File: src/hdl/tkms_pkg.sv
// ----------------------------------------------------------------------------
// tkms_pkg
// types, constants and helper functions of the two-key mode selector
// ----------------------------------------------------------------------------
package tkms_pkg;

    localparam int CNT_W  = 16;
    localparam int MODE_W = 3;

    typedef logic [CNT_W-1:0]  cnt_t;
    typedef logic [MODE_W-1:0] mode_t;

    localparam cnt_t  CNT_MAX    = '1;
    localparam mode_t MODE_FIRST = 3'd1;
    localparam mode_t MODE_LAST  = 3'd4;

    // configuration register indexes
    typedef enum logic [1:0] {
        CFG_PRESS_MIN   = 2'd0,
        CFG_PRESS_MAX   = 2'd1,
        CFG_AUTO_PERIOD = 2'd2
    } cfg_idx_t;

    localparam cnt_t PRESS_MIN_RST   = 16'd4;
    localparam cnt_t PRESS_MAX_RST   = 16'd200;
    localparam cnt_t AUTO_PERIOD_RST = 16'd1000;

    // classification of a key on this tick
    typedef struct packed {
        logic short_rel;
        logic long_rel;
    } key_press_t;

    typedef struct packed {
        logic  switch_led_toggle;
        logic  down_led_toggle;
        logic  up_led_toggle;
        logic  manual_on;
        mode_t mode_now;
        logic  line_c;
        logic  line_b;
        logic  line_a;
    } tkms_result_t;

    function automatic cnt_t sat_inc(input cnt_t v);
        sat_inc = (v == CNT_MAX) ? CNT_MAX : v + cnt_t'(1);
    endfunction

    function automatic mode_t mode_up(input mode_t m);
        mode_up = (m >= MODE_LAST) ? MODE_FIRST : m + mode_t'(1);
    endfunction

    function automatic mode_t mode_down(input mode_t m);
        mode_down = (m <= MODE_FIRST) ? MODE_LAST : m - mode_t'(1);
    endfunction

endpackage

File: src/hdl/tkms_key_timer.sv
// ----------------------------------------------------------------------------
// tkms_key_timer
// hold counter of one key and classification of its release
// ----------------------------------------------------------------------------
module tkms_key_timer (
    input  logic                aclk,
    input  logic                aresetn,
    input  logic                advance,
    input  logic                key_down,
    input  tkms_pkg::cnt_t      press_min,
    input  tkms_pkg::cnt_t      press_max,
    output tkms_pkg::key_press_t press
);
    import tkms_pkg::*;

    cnt_t hold_reg;
    cnt_t hold_next;

    always_comb begin
        hold_next       = key_down ? sat_inc(hold_reg) : '0;
        press.short_rel = !key_down && (hold_reg >= press_min) && (hold_reg <= press_max);
        press.long_rel  = !key_down && (hold_reg > press_max);
    end

    always_ff @(posedge aclk) begin
        if (!aresetn) begin
            hold_reg <= '0;
        end else if (advance) begin
            hold_reg <= hold_next;
        end
    end

endmodule

File: src/hdl/tkms_mode_core.sv
// ----------------------------------------------------------------------------
// tkms_mode_core
// manual/auto flag, mode register and auto advance counter
// ----------------------------------------------------------------------------
module tkms_mode_core (
    input  logic                   aclk,
    input  logic                   aresetn,
    input  logic                   advance,
    input  tkms_pkg::key_press_t   press_one,
    input  tkms_pkg::key_press_t   press_two,
    input  tkms_pkg::cnt_t         auto_period,
    output tkms_pkg::tkms_result_t result
);
    import tkms_pkg::*;

    logic  manual_reg;
    logic  manual_next;
    mode_t mode_reg;
    mode_t mode_next;
    cnt_t  auto_count_reg;
    cnt_t  auto_count_next;

    logic  up;
    logic  down;
    logic  sw;
    mode_t mode_k1;
    mode_t mode_k2;
    cnt_t  cnt_k1;
    cnt_t  cnt_inc;

    always_comb begin
        // key one first
        up      = press_one.short_rel && manual_reg;
        sw      = !up && press_one.long_rel;
        manual_next = sw ? !manual_reg : manual_reg;
        cnt_k1  = (sw && manual_reg) ? '0 : auto_count_reg;
        if (up) begin
            mode_k1 = mode_up(mode_reg);
        end else if (sw) begin
            mode_k1 = MODE_FIRST;
        end else begin
            mode_k1 = mode_reg;
        end

        // then key two, seeing the updated flag
        down    = press_two.short_rel && manual_next;
        mode_k2 = down ? mode_down(mode_k1) : mode_k1;

        // then the auto tick
        cnt_inc         = sat_inc(cnt_k1);
        auto_count_next = cnt_k1;
        mode_next       = mode_k2;
        if (!manual_next) begin
            if (cnt_inc >= auto_period) begin
                auto_count_next = '0;
                mode_next       = mode_up(mode_k2);
            end else begin
                auto_count_next = cnt_inc;
            end
        end

        result.line_a            = (mode_next == 3'd4);
        result.line_b            = (mode_next == 3'd1) || (mode_next == 3'd4);
        result.line_c            = (mode_next == 3'd2);
        result.mode_now          = mode_next;
        result.manual_on         = manual_next;
        result.up_led_toggle     = up;
        result.down_led_toggle   = down;
        result.switch_led_toggle = sw;
    end

    always_ff @(posedge aclk) begin
        if (!aresetn) begin
            manual_reg     <= 1'b0;
            mode_reg       <= MODE_FIRST;
            auto_count_reg <= '0;
        end else if (advance) begin
            manual_reg     <= manual_next;
            mode_reg       <= mode_next;
            auto_count_reg <= auto_count_next;
        end
    end

endmodule

File: src/hdl/two_key_mode_selector.sv
// ----------------------------------------------------------------------------
// two_key_mode_selector
// two-key short/long press mode selector with automatic stepping
// ----------------------------------------------------------------------------
// Each request on the s_ channel is one scan tick carrying the two key levels.
// For every request exactly one result leaves on the m_ channel: the decoded
// drive lines, the mode 1..4, the manual flag and three LED toggle pulses.
// The state update is done in the cycle the request is taken and the result
// sits in the output register on the next cycle.
// Throughput is one request per cycle while m_tready stays high; the single
// output register is the only stage, so s_tready is high whenever that
// register is empty or is being drained in the same cycle. A stalled receiver
// holds m_tdata and, with it, back-pressures the input one register deep.
// The cfg_ channel writes the shortest short-press hold (0), the longest
// short-press hold (1) and the auto period (2); it is always ready, and
// writes are meant for times when no tick is in flight.
// Synchronous reset (aresetn low) empties the output register, clears the
// hold and auto counters, selects auto mode and mode 1, and restores the
// register defaults 4, 200 and 1000.
// ----------------------------------------------------------------------------
module two_key_mode_selector (
    input  logic        aclk,
    input  logic        aresetn,
    input  logic        s_tvalid,
    output logic        s_tready,
    input  logic [7:0]  s_tdata,   // [0] key_one_down, [1] key_two_down
    output logic        m_tvalid,
    input  logic        m_tready,
    // [0] line_a, [1] line_b, [2] line_c, [5:3] mode_now, [6] manual_on,
    // [7] up_led_toggle, [8] down_led_toggle, [9] switch_led_toggle
    output logic [15:0] m_tdata,
    input  logic        cfg_valid,
    output logic        cfg_ready,
    input  logic [1:0]  cfg_index,
    input  logic [15:0] cfg_data
);
    import tkms_pkg::*;

    cnt_t press_min_reg;
    cnt_t press_max_reg;
    cnt_t auto_period_reg;

    logic         m_tvalid_reg;
    logic         m_tvalid_next;
    tkms_result_t m_result_reg;

    logic         s_fire;
    key_press_t   press_one;
    key_press_t   press_two;
    tkms_result_t result;

    assign cfg_ready = 1'b1;
    assign s_tready  = !m_tvalid_reg || m_tready;
    assign s_fire    = s_tvalid && s_tready;

    always_ff @(posedge aclk) begin
        if (!aresetn) begin
            press_min_reg   <= PRESS_MIN_RST;
            press_max_reg   <= PRESS_MAX_RST;
            auto_period_reg <= AUTO_PERIOD_RST;
        end else if (cfg_valid) begin
            unique case (cfg_idx_t'(cfg_index))
                CFG_PRESS_MIN:   press_min_reg   <= cfg_data;
                CFG_PRESS_MAX:   press_max_reg   <= cfg_data;
                CFG_AUTO_PERIOD: auto_period_reg <= cfg_data;
                default: ;
            endcase
        end
    end

    tkms_key_timer u_key_one (
        .aclk      (aclk),
        .aresetn   (aresetn),
        .advance   (s_fire),
        .key_down  (s_tdata[0]),
        .press_min (press_min_reg),
        .press_max (press_max_reg),
        .press     (press_one)
    );

    tkms_key_timer u_key_two (
        .aclk      (aclk),
        .aresetn   (aresetn),
        .advance   (s_fire),
        .key_down  (s_tdata[1]),
        .press_min (press_min_reg),
        .press_max (press_max_reg),
        .press     (press_two)
    );

    tkms_mode_core u_core (
        .aclk        (aclk),
        .aresetn     (aresetn),
        .advance     (s_fire),
        .press_one   (press_one),
        .press_two   (press_two),
        .auto_period (auto_period_reg),
        .result      (result)
    );

    always_comb begin
        if (s_fire) begin
            m_tvalid_next = 1'b1;
        end else if (m_tready) begin
            m_tvalid_next = 1'b0;
        end else begin
            m_tvalid_next = m_tvalid_reg;
        end
    end

    always_ff @(posedge aclk) begin
        if (!aresetn) begin
            m_tvalid_reg <= 1'b0;
        end else begin
            m_tvalid_reg <= m_tvalid_next;
        end
    end

    always_ff @(posedge aclk) begin
        if (s_fire) begin
            m_result_reg <= result;
        end
    end

    assign m_tvalid = m_tvalid_reg;
    assign m_tdata  = {6'b0, m_result_reg};

endmodule

File: config.mk
export PLATFORM = sky130hd
export DESIGN_NAME = two_key_mode_selector
export DESIGN_NICKNAME = d
export VERILOG_FILES = /design/src/hdl/tkms_pkg.sv /design/src/hdl/tkms_key_timer.sv /design/src/hdl/tkms_mode_core.sv /design/src/hdl/two_key_mode_selector.sv
export SDC_FILE = /design/constraint.sdc
export NUM_CORES = 1
export LEC_CHECK = 0
export BUFFER_PORTS_ARGS = -buffer_cell sky130_fd_sc_hd__buf_2
export CAP_MARGIN = 20
export CORE_MARGIN = 5
export CORE_UTILIZATION = 56
export CTS_CLUSTER_SIZE = 30
export DETAILED_ROUTE_END_ITERATION = 7
export HOLD_SLACK_MARGIN = 0.06
export PLACE_DENSITY = 0.78
export SLEW_MARGIN = 20
export SYNTH_ARGS = -nofsm -noshare
export SYNTH_HDL_FRONTEND = slang
export SYNTH_SLANG_ARGS = --single-unit
File: constraint.sdc
create_clock -name aclk -period 6.3 [get_ports aclk]
set_clock_uncertainty 0.1 [all_clocks]
set_input_delay 0.63 -clock aclk [delete_from_list [all_inputs] [get_ports aclk]]
set_output_delay 0.63 -clock aclk [all_outputs]
set_load 0.005 [all_outputs]
==> qor.txt, run 1 <==
Vias -> 6,478
H-Tree Depth -> 3
Initial DRT Pass Iterations -> 5
Slowest-stage cell, CP -> or4b_4
Most used cell, CP -> ha_4
Clock buffer depth -> 2
Site Rows -> 41
DR iter-0 viols -> 627
Synth Instances -> 876
Max-slew violations -> 0
Async SR Flop Fraction -> 0
Fin Setup TNS -> 0 ns
Die Y-Extent -> 124 µm
Number of synthesized register bits -> 111
Slowest cell delay on critical path -> 0.56 ns
CTS Buf Count -> 9
PnR worst setup slack -> 0.233 ns
Mapped Avg Cell Area -> 8.31 µm²
CP Launch Type -> flop
Max Cap Viol -> 0
Worst setup path start -> press_max_reg[15]$_SDFFE_PN0P_
CTS root buf -> clkbuf_16
DRC viols -> 0
Die area -> 15,400 µm²
Synth unique cells -> 79
Final Core Density -> 0.659
Period utilisation layout -> 0.963
Largest net degree at the start of global routing -> 102
First-pass GRT wire length -> 29.0 mm
Slew Limit Headroom -> 0.383
Slew of the pin with the lowest slew margin -> 0.925 ns
Routed WL per cell -> 16.8 µm
Post-synth top area share -> 0.278
Initial antenna violation count -> 0
Vias per std cell -> 5.91
Starting Density -> 0.575
Place WS -> -0.00742 ns
Worst reg-to-reg setup slack -> 0.23 ns
Fmax -> 0.165 GHz
Syn Std Cell Area -> 7280 µm²
Top cells by area, synth -> dfxtp_1 (28%), ha_1 (15%), nand2_1 (6.8%)
Post-route minimum period -> 6.07 ns
Leakage power -> 0.00334 µW
Worst-skew pair later-pin latency -> 0.37 ns
Outcome -> complete, no violations
ANT cells -> 0
WP data required -> 6.32 ns
Critical R2R Capture -> m_tdata[2]$_DFFE_PP_
Hold WC Path Type -> reg2reg
EDFF count, synth -> 10
I/O pins -> 50
Grt ovf -> 0
Nets -> 1,040
Register area share after synthesis -> 0.319
Layout cell share with drive strength beyond 1 -> 0.157
PwrDens -> 188 nW/µm²
TritonCTS clock tree -> done
Worst endpoint data arrival time -> 6.09 ns
Tot Pwr -> 1570 µW
Crit path to -> m_tdata[2]$_DFFE_PP_
RePlAce Congestion -> 0.900
Routed Antenna Nets -> 0
Die W -> 124 µm
Worst R2R Path Depth -> 28
Post-synth top area cell -> dfxtp_1
Hold violation total from the final report -> 0
Synth Flop Type -> dfxtp_1
Vias in the first global route -> 5,802
Post-route cell area -> 8350 µm²
Core area -> 12,700 µm²
R2r startpoint -> press_max_reg[15]$_SDFFE_PN0P_
Clock Pin Slew Worst Setup and Hold Paths -> 0.08 ns
Final wirelength -> 18.5 mm
I/O Buffers -> 36
Hold_buf cts -> 0
Syn-to-layout area delta -> 14.6%
Yosys warns -> 0
Crit path kind -> reg2reg
CP endpoint kind -> flop
Maximum fanout along the worst path -> 4
Clock sink count -> 111
Hpwl dp -> 13.0 mm
Placement Cell Area -> 7760 µm²
VDD IR-drop max -> 141 µV
Final setup vio count -> 0
Gr usage total -> 0.241
cells by family (layout without fill, tap and decap cells):
kind of cell / Yosys count / count (layout) / synth area share
AO/OA/AOI/OAI: 259 / 259 / 0.245
adder cells (fa/ha/maj): 89 / 89 / 0.153
buffers and inverters: 109 / 153 / 0.0600
AND/OR/NAND/NOR: 291 / 291 / 0.202
multiplexers: 2 / 2 / 0.00361
XOR/XNOR: 13 / 13 / 0.0167
flip-flops: 111 / 111 / 0.319
other: 2 / 7 / 0.00103
Yosys cell counts (all sizes together), types with 3 or more instances:
master  count
inv        64
a221oi      5
a211o       3
nor3b      15
nor3       12
a22oi      15
a21boi     49
xor2        5
nor2b      23
o221a       4
and4        3
o211ai     20
and3       11
edfxtp     10
o21ai      56
and2        4
nor2       22
nand2b      9
o21a        4
nand4      16
ha         89
or3         5
a31oi       8
a21o       11
buf        12
nand3      26
dfxtp     101
clkbuf     33
nor4        3
a21oi      60
xnor2       8
nand2     131
layer usage:
layer	routed length [µm]	GRT usage
met1	9000	0.350
met2	7930	0.358
met3	1190	0.0477
met4	347	0.0773
met5	0	0
report_power, final:
part / switching [µW] / internal [µW]
sequential: 10.4 / 732
combinational: 115 / 77.5
clock: 288 / 350
cell type report:
| class | instances | area [µm²] |
|---|---|---|
| Sequential cell | 111 | 2330 |
| Fill cell | 1062 | 4330 |
| Tap cell | 172 | 215 |
| Multi-Input combinational cell | 661 | 4770 |
| Clock buffer | 11 | 264 |
| Clock inverter | 5 | 66.3 |
| Timing Repair Buffer | 73 | 465 |
| Inverter | 64 | 240 |
worst max-delay path, delay by kind of cell (launching register included):
| family | cells | cell delay, ns |
|---|---|---|
| simple gates | 14 | 2.57 |
| compound gates | 8 | 1.85 |
| fa+ha+maj | 4 | 0.86 |
| flops | 1 | 0.33 |
| buf+inv | 2 | 0.12 |
worst min path at each step:
stage                                     startpoint                          endpoint  cells past startpoint
detailed placement  auto_period_reg[15]$_SDFFE_PN0P_  auto_period_reg[15]$_SDFFE_PN0P_                      2
CTS                 auto_period_reg[15]$_SDFFE_PN0P_  auto_period_reg[15]$_SDFFE_PN0P_                      2
global placement       press_max_reg[1]$_SDFFE_PN0P_     press_max_reg[1]$_SDFFE_PN0P_                      2
floorplan             press_min_reg[14]$_SDFFE_PN0P_    press_min_reg[14]$_SDFFE_PN0P_                      2
finish                press_min_reg[11]$_SDFFE_PN0P_    press_min_reg[11]$_SDFFE_PN0P_                      2
global route           press_min_reg[4]$_SDFFE_PN0P_     press_min_reg[4]$_SDFFE_PN0P_                      2
stage by stage:
stage / cells / hold slack (ns)
2_1_floorplan: 881 / 0.343
3_3_place_gp: 1073 / 0.352
3_5_place_dp: 1073 / 0.360
4_1_cts: 1089 / 0.371
5_1_grt: 1097 / 0.394
6_report: 1097 / 0.367
placed cells by master, fill, tap and decap left out, types with 9 or more instances in the layout:
master,synthesis,routed
dfxtp_1,101,98
o21ai_1,10,11
a21boi_0,45,45
buf_2,1,36
a22oi_1,13,13
nand2_1,131,129
clkbuf_16,0,10
nor3_1,11,11
nor2b_1,23,21
nand3_1,26,26
o211ai_1,19,19
buf_4,7,35
o21ai_0,46,44
a21o_1,11,11
nand4_1,16,16
inv_1,64,64
a21oi_1,60,58
nor2_1,22,19
nor3b_1,14,13
and3_1,11,9
ha_1,89,82
edfxtp_1,10,10
repair_timing:
item                       4_1_cts  5_1_grt
gates cloned                     0        0
buffers inserted                 0        6
setup endpoints to repair        1       25
resized for setup                2       31
pin swaps                        2       15
(Power assumes the default switching activity.)
==> inputs of run 2 (changes only) <==
--- a/config.mk
+++ b/config.mk
@@ -12,6 +12,7 @@
 export CTS_CLUSTER_SIZE = 30
 export DETAILED_ROUTE_END_ITERATION = 7
 export HOLD_SLACK_MARGIN = 0.06
+export MAX_ROUTING_LAYER = met4
 export PLACE_DENSITY = 0.78
 export SLEW_MARGIN = 20
 export SYNTH_ARGS = -nofsm -noshare
==> qor.txt, run 2 (synthesis gave the netlist of run 1 again) <==
Slew of the pin with the lowest slew margin -> 0.923 ns (was 0.925 ns)
Worst Hold End -> press_min_reg[11]$_SDFFE_PN0P_ (unchanged)
Clock buffer depth -> 2 (unchanged)
Layout cell share with drive strength beyond 1 -> 0.157 (unchanged)
VDD IR-drop max -> 141 µV (about the same)
Slew Limit Headroom -> 0.385 (was 0.383)
Critical R2R Capture -> m_tdata[2]$_DFFE_PP_ (unchanged)
Worst-skew pair later-pin latency -> 0.37 ns (about the same)
CP endpoint kind -> flop (unchanged)
Crit path kind -> reg2reg (unchanged)
Hold_sp -> press_min_reg[11]$_SDFFE_PN0P_ (unchanged)
Hpwl dp -> 13.0 mm (unchanged)
Maximum fanout along the worst path -> 4 (unchanged)
Hold_buf cts -> 0 (unchanged)
Tot Pwr -> 1570 µW (about the same)
Starting Density -> 0.575 (unchanged)
Nets -> 1,040 (unchanged)
Grt ovf -> 0 (unchanged)
Clock sink count -> 111 (unchanged)
Vias -> 6,459 (was 6,478)
CP Launch Type -> flop (unchanged)
Leakage power -> 0.00334 µW (unchanged)
Initial DRT Pass Iterations -> 5 (unchanged)
R2r startpoint -> press_max_reg[15]$_SDFFE_PN0P_ (unchanged)
Place WS -> -0.00742 ns (unchanged)
DRC viols -> 0 (unchanged)
TritonCTS clock tree -> done (unchanged)
I/O pins -> 50 (unchanged)
Vias per std cell -> 5.89 (was 5.91)
Placement Cell Area -> 7760 µm² (unchanged)
WP data required -> 6.32 ns (about the same)
Largest net degree at the start of global routing -> 102 (unchanged)
Post-route cell area -> 8350 µm² (unchanged)
Final setup vio count -> 0 (unchanged)
Clock Pin Slew Worst Setup and Hold Paths -> 0.08 ns (about the same)
Vias in the first global route -> 5,797 (was 5,802)
H-Tree Depth -> 3 (unchanged)
I/O Buffers -> 36 (unchanged)
Max-slew violations -> 0 (unchanged)
Outcome -> complete, no violations (unchanged)
CTS Buf Count -> 9 (unchanged)
Worst reg-to-reg setup slack -> 0.22 ns (was 0.23 ns)
Max Cap Viol -> 0 (unchanged)
Worst endpoint data arrival time -> 6.10 ns (was 6.09 ns)
Slowest-stage cell, CP -> or4b_4 (unchanged)
Die area -> 15,400 µm² (unchanged)
Site Rows -> 41 (unchanged)
Hold violation total from the final report -> 0 (unchanged)
CTS root buf -> clkbuf_16 (unchanged)
RePlAce Congestion -> 0.916 (was 0.900)
Core area -> 12,700 µm² (unchanged)
Routed Antenna Nets -> 0 (unchanged)
PnR worst setup slack -> 0.225 ns (was 0.233 ns)
Syn-to-layout area delta -> 14.6% (unchanged)
Worst R2R Path Depth -> 28 (unchanged)
Fin Setup TNS -> 0 ns (unchanged)
PwrDens -> 188 nW/µm² (about the same)
Fmax -> 0.165 GHz (about the same)
Commonest non-fill, non-tap cell in the layout -> nand2_1 (unchanged)
Most used cell, CP -> ha_4 (unchanged)
Gr usage total -> 0.248 (was 0.241)
WHS Path Cells -> 2 (unchanged)
Die Y-Extent -> 124 µm (unchanged)
Routed WL per cell -> 16.8 µm (about the same)
Final wirelength -> 18.4 mm (was 18.5 mm)
First-pass GRT wire length -> 29.1 mm (was 29.0 mm)
Period utilisation layout -> 0.964 (was 0.963)
Slowest cell delay on critical path -> 0.56 ns (about the same)
Die W -> 124 µm (unchanged)
Initial antenna violation count -> 0 (unchanged)
ANT cells -> 0 (unchanged)
Hold WC Path Type -> reg2reg (unchanged)
Most frequent cells in the layout -> nand2_1 (129), dfxtp_1 (98), ha_1 (82) (unchanged)
Post-route minimum period -> 6.08 ns (was 6.07 ns)
DR iter-0 viols -> 682 (was 627)
==> run 2: cell counts in the layout (fill, tap and decap cells not counted) <==
Identical to the previous run, type by type.
==> run 2: worst max path at each step <==
stage / from / endpoint / slack [ns] / cells after the start
final: press_max_reg[15]$_SDFFE_PN0P_ / m_tdata[2]$_DFFE_PP_ / 0.22 / 28
after global routing: press_max_reg[10]$_SDFFE_PN0P_ / m_tdata[1]$_DFFE_PP_ / -0.05 / 28
after CTS: press_max_reg[5]$_SDFFE_PN0P_ / m_tdata[2]$_DFFE_PP_ / 0.03 / 26
after detailed placement: press_max_reg[11]$_SDFFE_PN0P_ / m_tdata[2]$_DFFE_PP_ / -0.007 / 28
after global placement: press_max_reg[14]$_SDFFE_PN0P_ / m_tdata[2]$_DFFE_PP_ / 0.19 / 28
after floorplan: press_max_reg[14]$_SDFFE_PN0P_ / m_tdata[2]$_DFFE_PP_ / 0.04 / 32
==> run 2: cell type report <==
| class | instances | area (µm²) |
|---|---|---|
| tap | 172 | 215 |
| fill | 1062 | 4330 |
| clock buffer | 11 | 264 |
| inverter | 64 | 240 |
| clock inverter | 5 | 66.3 |
| sequential | 111 | 2330 |
| multi-input combinational | 661 | 4770 |
| timing repair buffer | 73 | 465 |
==> run 2: power by group <==
| group | internal, µW | leakage (µW) | switching (µW) |
|---|---|---|---|
| combinational | 77.5 | 0.00226 | 115 |
| clock | 350 | 0.000160 | 288 |
| sequential | 732 | 0.000920 | 10.4 |
==> run 2: worst max-delay path: cells and delay by family (launching register included) <==
kind,cells,cell delay (ns)
buffers and inverters,2,0.12
flip-flops,1,0.33
adder cells (fa/ha/maj),4,0.87
AO/OA/AOI/OAI,8,1.85
AND/OR/NAND/NOR,14,2.57
==> run 2: routing by layer <==
layer,GRT usage,part of all wire
met1,0.353,0.48
met2,0.356,0.43
met3,0.0468,0.074
met4,0.0773,0.019
met5,-,0
==> run 2: per-stage QoR <==
step                instances  utilization  hold WS, ns
floorplan                 881            -        0.343
global placement         1073        0.613        0.352
detailed placement       1073        0.613        0.360
CTS                      1089        0.639        0.371
global route             1097        0.659        0.394
finish                   1097        0.659        0.368
==> run 2: repair_timing <==
item,4_1_cts,5_1_grt
cloned,0,0
setup buffers,0,6
resized for setup,2,31
endpoints found under the setup margin,1,25
pin swaps,2,15
==> inputs of run 3 (changes only) <==
--- a/config.mk
+++ b/config.mk
@@ -5,7 +5,7 @@
 export SDC_FILE = /design/constraint.sdc
 export NUM_CORES = 1
 export LEC_CHECK = 0
-export BUFFER_PORTS_ARGS = -buffer_cell sky130_fd_sc_hd__buf_2
+export BUFFER_PORTS_ARGS = -buffer_cell sky130_fd_sc_hd__clkbuf_2
 export CAP_MARGIN = 20
 export CORE_MARGIN = 5
 export CORE_UTILIZATION = 56
@@ -18,3 +18,4 @@
 export SYNTH_ARGS = -nofsm -noshare
 export SYNTH_HDL_FRONTEND = slang
 export SYNTH_SLANG_ARGS = --single-unit
+export TNS_END_PERCENT = 30
==> qor.txt, run 3 (synthesis gave the netlist of run 1 again) <==
Worst endpoint data arrival time -> 6.04 ns (was 6.10 ns)
Gr usage total -> 0.242 (was 0.248)
ANT cells -> 0 (unchanged)
Grt ovf -> 0 (unchanged)
Vias per std cell -> 5.90 (was 5.89)
DRC viols -> 0 (unchanged)
WP data required -> 6.31 ns (was 6.32 ns)
Slowest cell delay on critical path -> 0.57 ns (was 0.56 ns)
CP Launch Type -> flop (unchanged)
Max Cap Viol -> 0 (unchanged)
Final Core Density -> 0.649 (was 0.659)
CTS Buf Count -> 9 (unchanged)
Final wirelength -> 17.5 mm (was 18.4 mm)
Outcome -> complete, no violations (unchanged)
Hpwl dp -> 12.8 mm (was 13.0 mm)
Core area -> 12,700 µm² (unchanged)
Syn-to-layout area delta -> 13.0% (was 14.6%)
Slew Limit Headroom -> 0.413 (was 0.385)
Fmax -> 0.166 GHz (was 0.165 GHz)
Hold WC Path Type -> reg2reg (unchanged)
Nets -> 1,034 (was 1,040)
Worst reg-to-reg setup slack -> 0.26 ns (was 0.22 ns)
First-pass GRT wire length -> 28.7 mm (was 29.1 mm)
WHS Path Cells -> 2 (unchanged)
Layout cell share with drive strength beyond 1 -> 0.147 (was 0.157)
Slowest-stage cell, CP -> or4b_4 (unchanged)
H-Tree Depth -> 3 (unchanged)
Leakage power -> 0.00331 µW (was 0.00334 µW)
Die Y-Extent -> 124 µm (unchanged)
Vias -> 6,438 (was 6,459)
Site Rows -> 41 (unchanged)
Clock sink count -> 111 (unchanged)
Worst R2R Path Depth -> 29 (was 28)
Clock buffer depth -> 2 (unchanged)
RePlAce Congestion -> 0.924 (was 0.916)
Initial antenna violation count -> 0 (unchanged)
Vias in the first global route -> 5,818 (was 5,797)
TritonCTS clock tree -> done (unchanged)
Fin Setup TNS -> 0 ns (unchanged)
I/O pins -> 50 (unchanged)
Die area -> 15,400 µm² (unchanged)
R2r startpoint -> press_max_reg[13]$_SDFFE_PN0P_ (was press_max_reg[15]$_SDFFE_PN0P_)
Largest net degree at the start of global routing -> 102 (unchanged)
Routed Antenna Nets -> 0 (unchanged)
Worst-skew pair later-pin latency -> 0.36 ns (was 0.37 ns)
Clock Pin Slew Worst Setup and Hold Paths -> 0.07 ns (was 0.08 ns)
Commonest non-fill, non-tap cell in the layout -> nand2_1 (unchanged)
Max-slew violations -> 0 (unchanged)
Hold_sp -> press_max_reg[11]$_SDFFE_PN0P_ (was press_min_reg[11]$_SDFFE_PN0P_)
Die W -> 124 µm (unchanged)
Most frequent cells in the layout -> nand2_1 (129), dfxtp_1 (101), ha_1 (83) (was nand2_1 (129), dfxtp_1 (98), ha_1 (82))
PwrDens -> 192 nW/µm² (was 188 nW/µm²)
Worst Hold End -> press_max_reg[11]$_SDFFE_PN0P_ (was press_min_reg[11]$_SDFFE_PN0P_)
Slew of the pin with the lowest slew margin -> 0.880 ns (was 0.923 ns)
Final setup vio count -> 0 (unchanged)
I/O Buffers -> 36 (unchanged)
Starting Density -> 0.575 (unchanged)
CTS root buf -> clkbuf_16 (unchanged)
Final hold slack -> 0.367 ns (was 0.368 ns)
VDD IR-drop max -> 120 µV (was 141 µV)
Critical R2R Capture -> m_tdata[2]$_DFFE_PP_ (unchanged)
Post-route minimum period -> 6.04 ns (was 6.08 ns)
Hold violation total from the final report -> 0 (unchanged)
Period utilisation layout -> 0.958 (was 0.964)
Maximum fanout along the worst path -> 8 (was 4)
Crit path kind -> reg2reg (unchanged)
Initial DRT Pass Iterations -> 6 (was 5)
DR iter-0 viols -> 613 (was 682)
CP endpoint kind -> flop (unchanged)
Routed WL per cell -> 16.0 µm (was 16.8 µm)
run 3: per-stage QoR:
| step | std cells | cell area (µm²) | setup slack (ns) | total power [µW] |
|---|---|---|---|---|
| final | 1091 | 8230 | 0.264 | 1580 |
| after global placement | 1069 | 7720 | 0.174 | 927 |
| after floorplan | 881 | 7330 | -0.0390 | 881 |
| after detailed placement | 1069 | 7720 | 0.0186 | 931 |
| after CTS | 1085 | 8070 | -0.0225 | 1590 |
| after global routing | 1091 | 8230 | -0.00759 | 1640 |
run 3: timing repair:
item	CTS	global route
setup endpoints to repair	15	25
buffers inserted	0	5
gates resized for setup	2	23
hold buffers	0	0
pin swaps	2	7
gates cloned	0	0
run 3: routing by layer:
| layer | up-vias | wire length (µm) | track usage |
|---|---|---|---|
| met4 | 0 | 352 | 0.0760 |
| met2 | 185 | 7700 | 0.358 |
| li1 | 3204 | - | - |
| met5 | - | 0 | - |
| met1 | 3023 | 8460 | 0.340 |
| met3 | 26 | 988 | 0.0350 |
run 3: worst max-delay path by stage:
stage	startpoint	end	slack (ns)	cells past startpoint
detailed placement	press_max_reg[7]$_SDFFE_PN1P_	m_tdata[2]$_DFFE_PP_	0.02	28
finish	press_max_reg[13]$_SDFFE_PN0P_	m_tdata[2]$_DFFE_PP_	0.26	29
global placement	press_max_reg[7]$_SDFFE_PN1P_	m_tdata[2]$_DFFE_PP_	0.17	28
CTS	press_max_reg[14]$_SDFFE_PN0P_	m_tdata[2]$_DFFE_PP_	-0.02	28
floorplan	press_max_reg[14]$_SDFFE_PN0P_	m_tdata[2]$_DFFE_PP_	-0.04	32
global route	press_max_reg[13]$_SDFFE_PN0P_	m_tdata[2]$_DFFE_PP_	-0.008	29
run 3: where the power goes:
part           total [µW]  internal [µW]  leakage (µW)  switching (µW)
clock network         657            392      0.000168             265
registers             742            732      0.000919            10.7
logic                 181           72.3       0.00223             108
run 3: area by class of cell:
cell class	instances	area (µm²)
Clock buffer	10	229
Fill cell	1083	4440
Tap cell	172	215
Multi-Input combinational cell	661	4700
Inverter	64	240
Clock inverter	6	114
Timing Repair Buffer	67	413
Sequential cell	111	2320
run 3: worst max-delay path: cells and delay by family, from the launching register on:
family,cells,cell delay (ns)
fa+ha+maj,4,0.95
simple gates,14,2.36
buf+inv,3,0.44
flops,1,0.33
compound gates,8,1.62
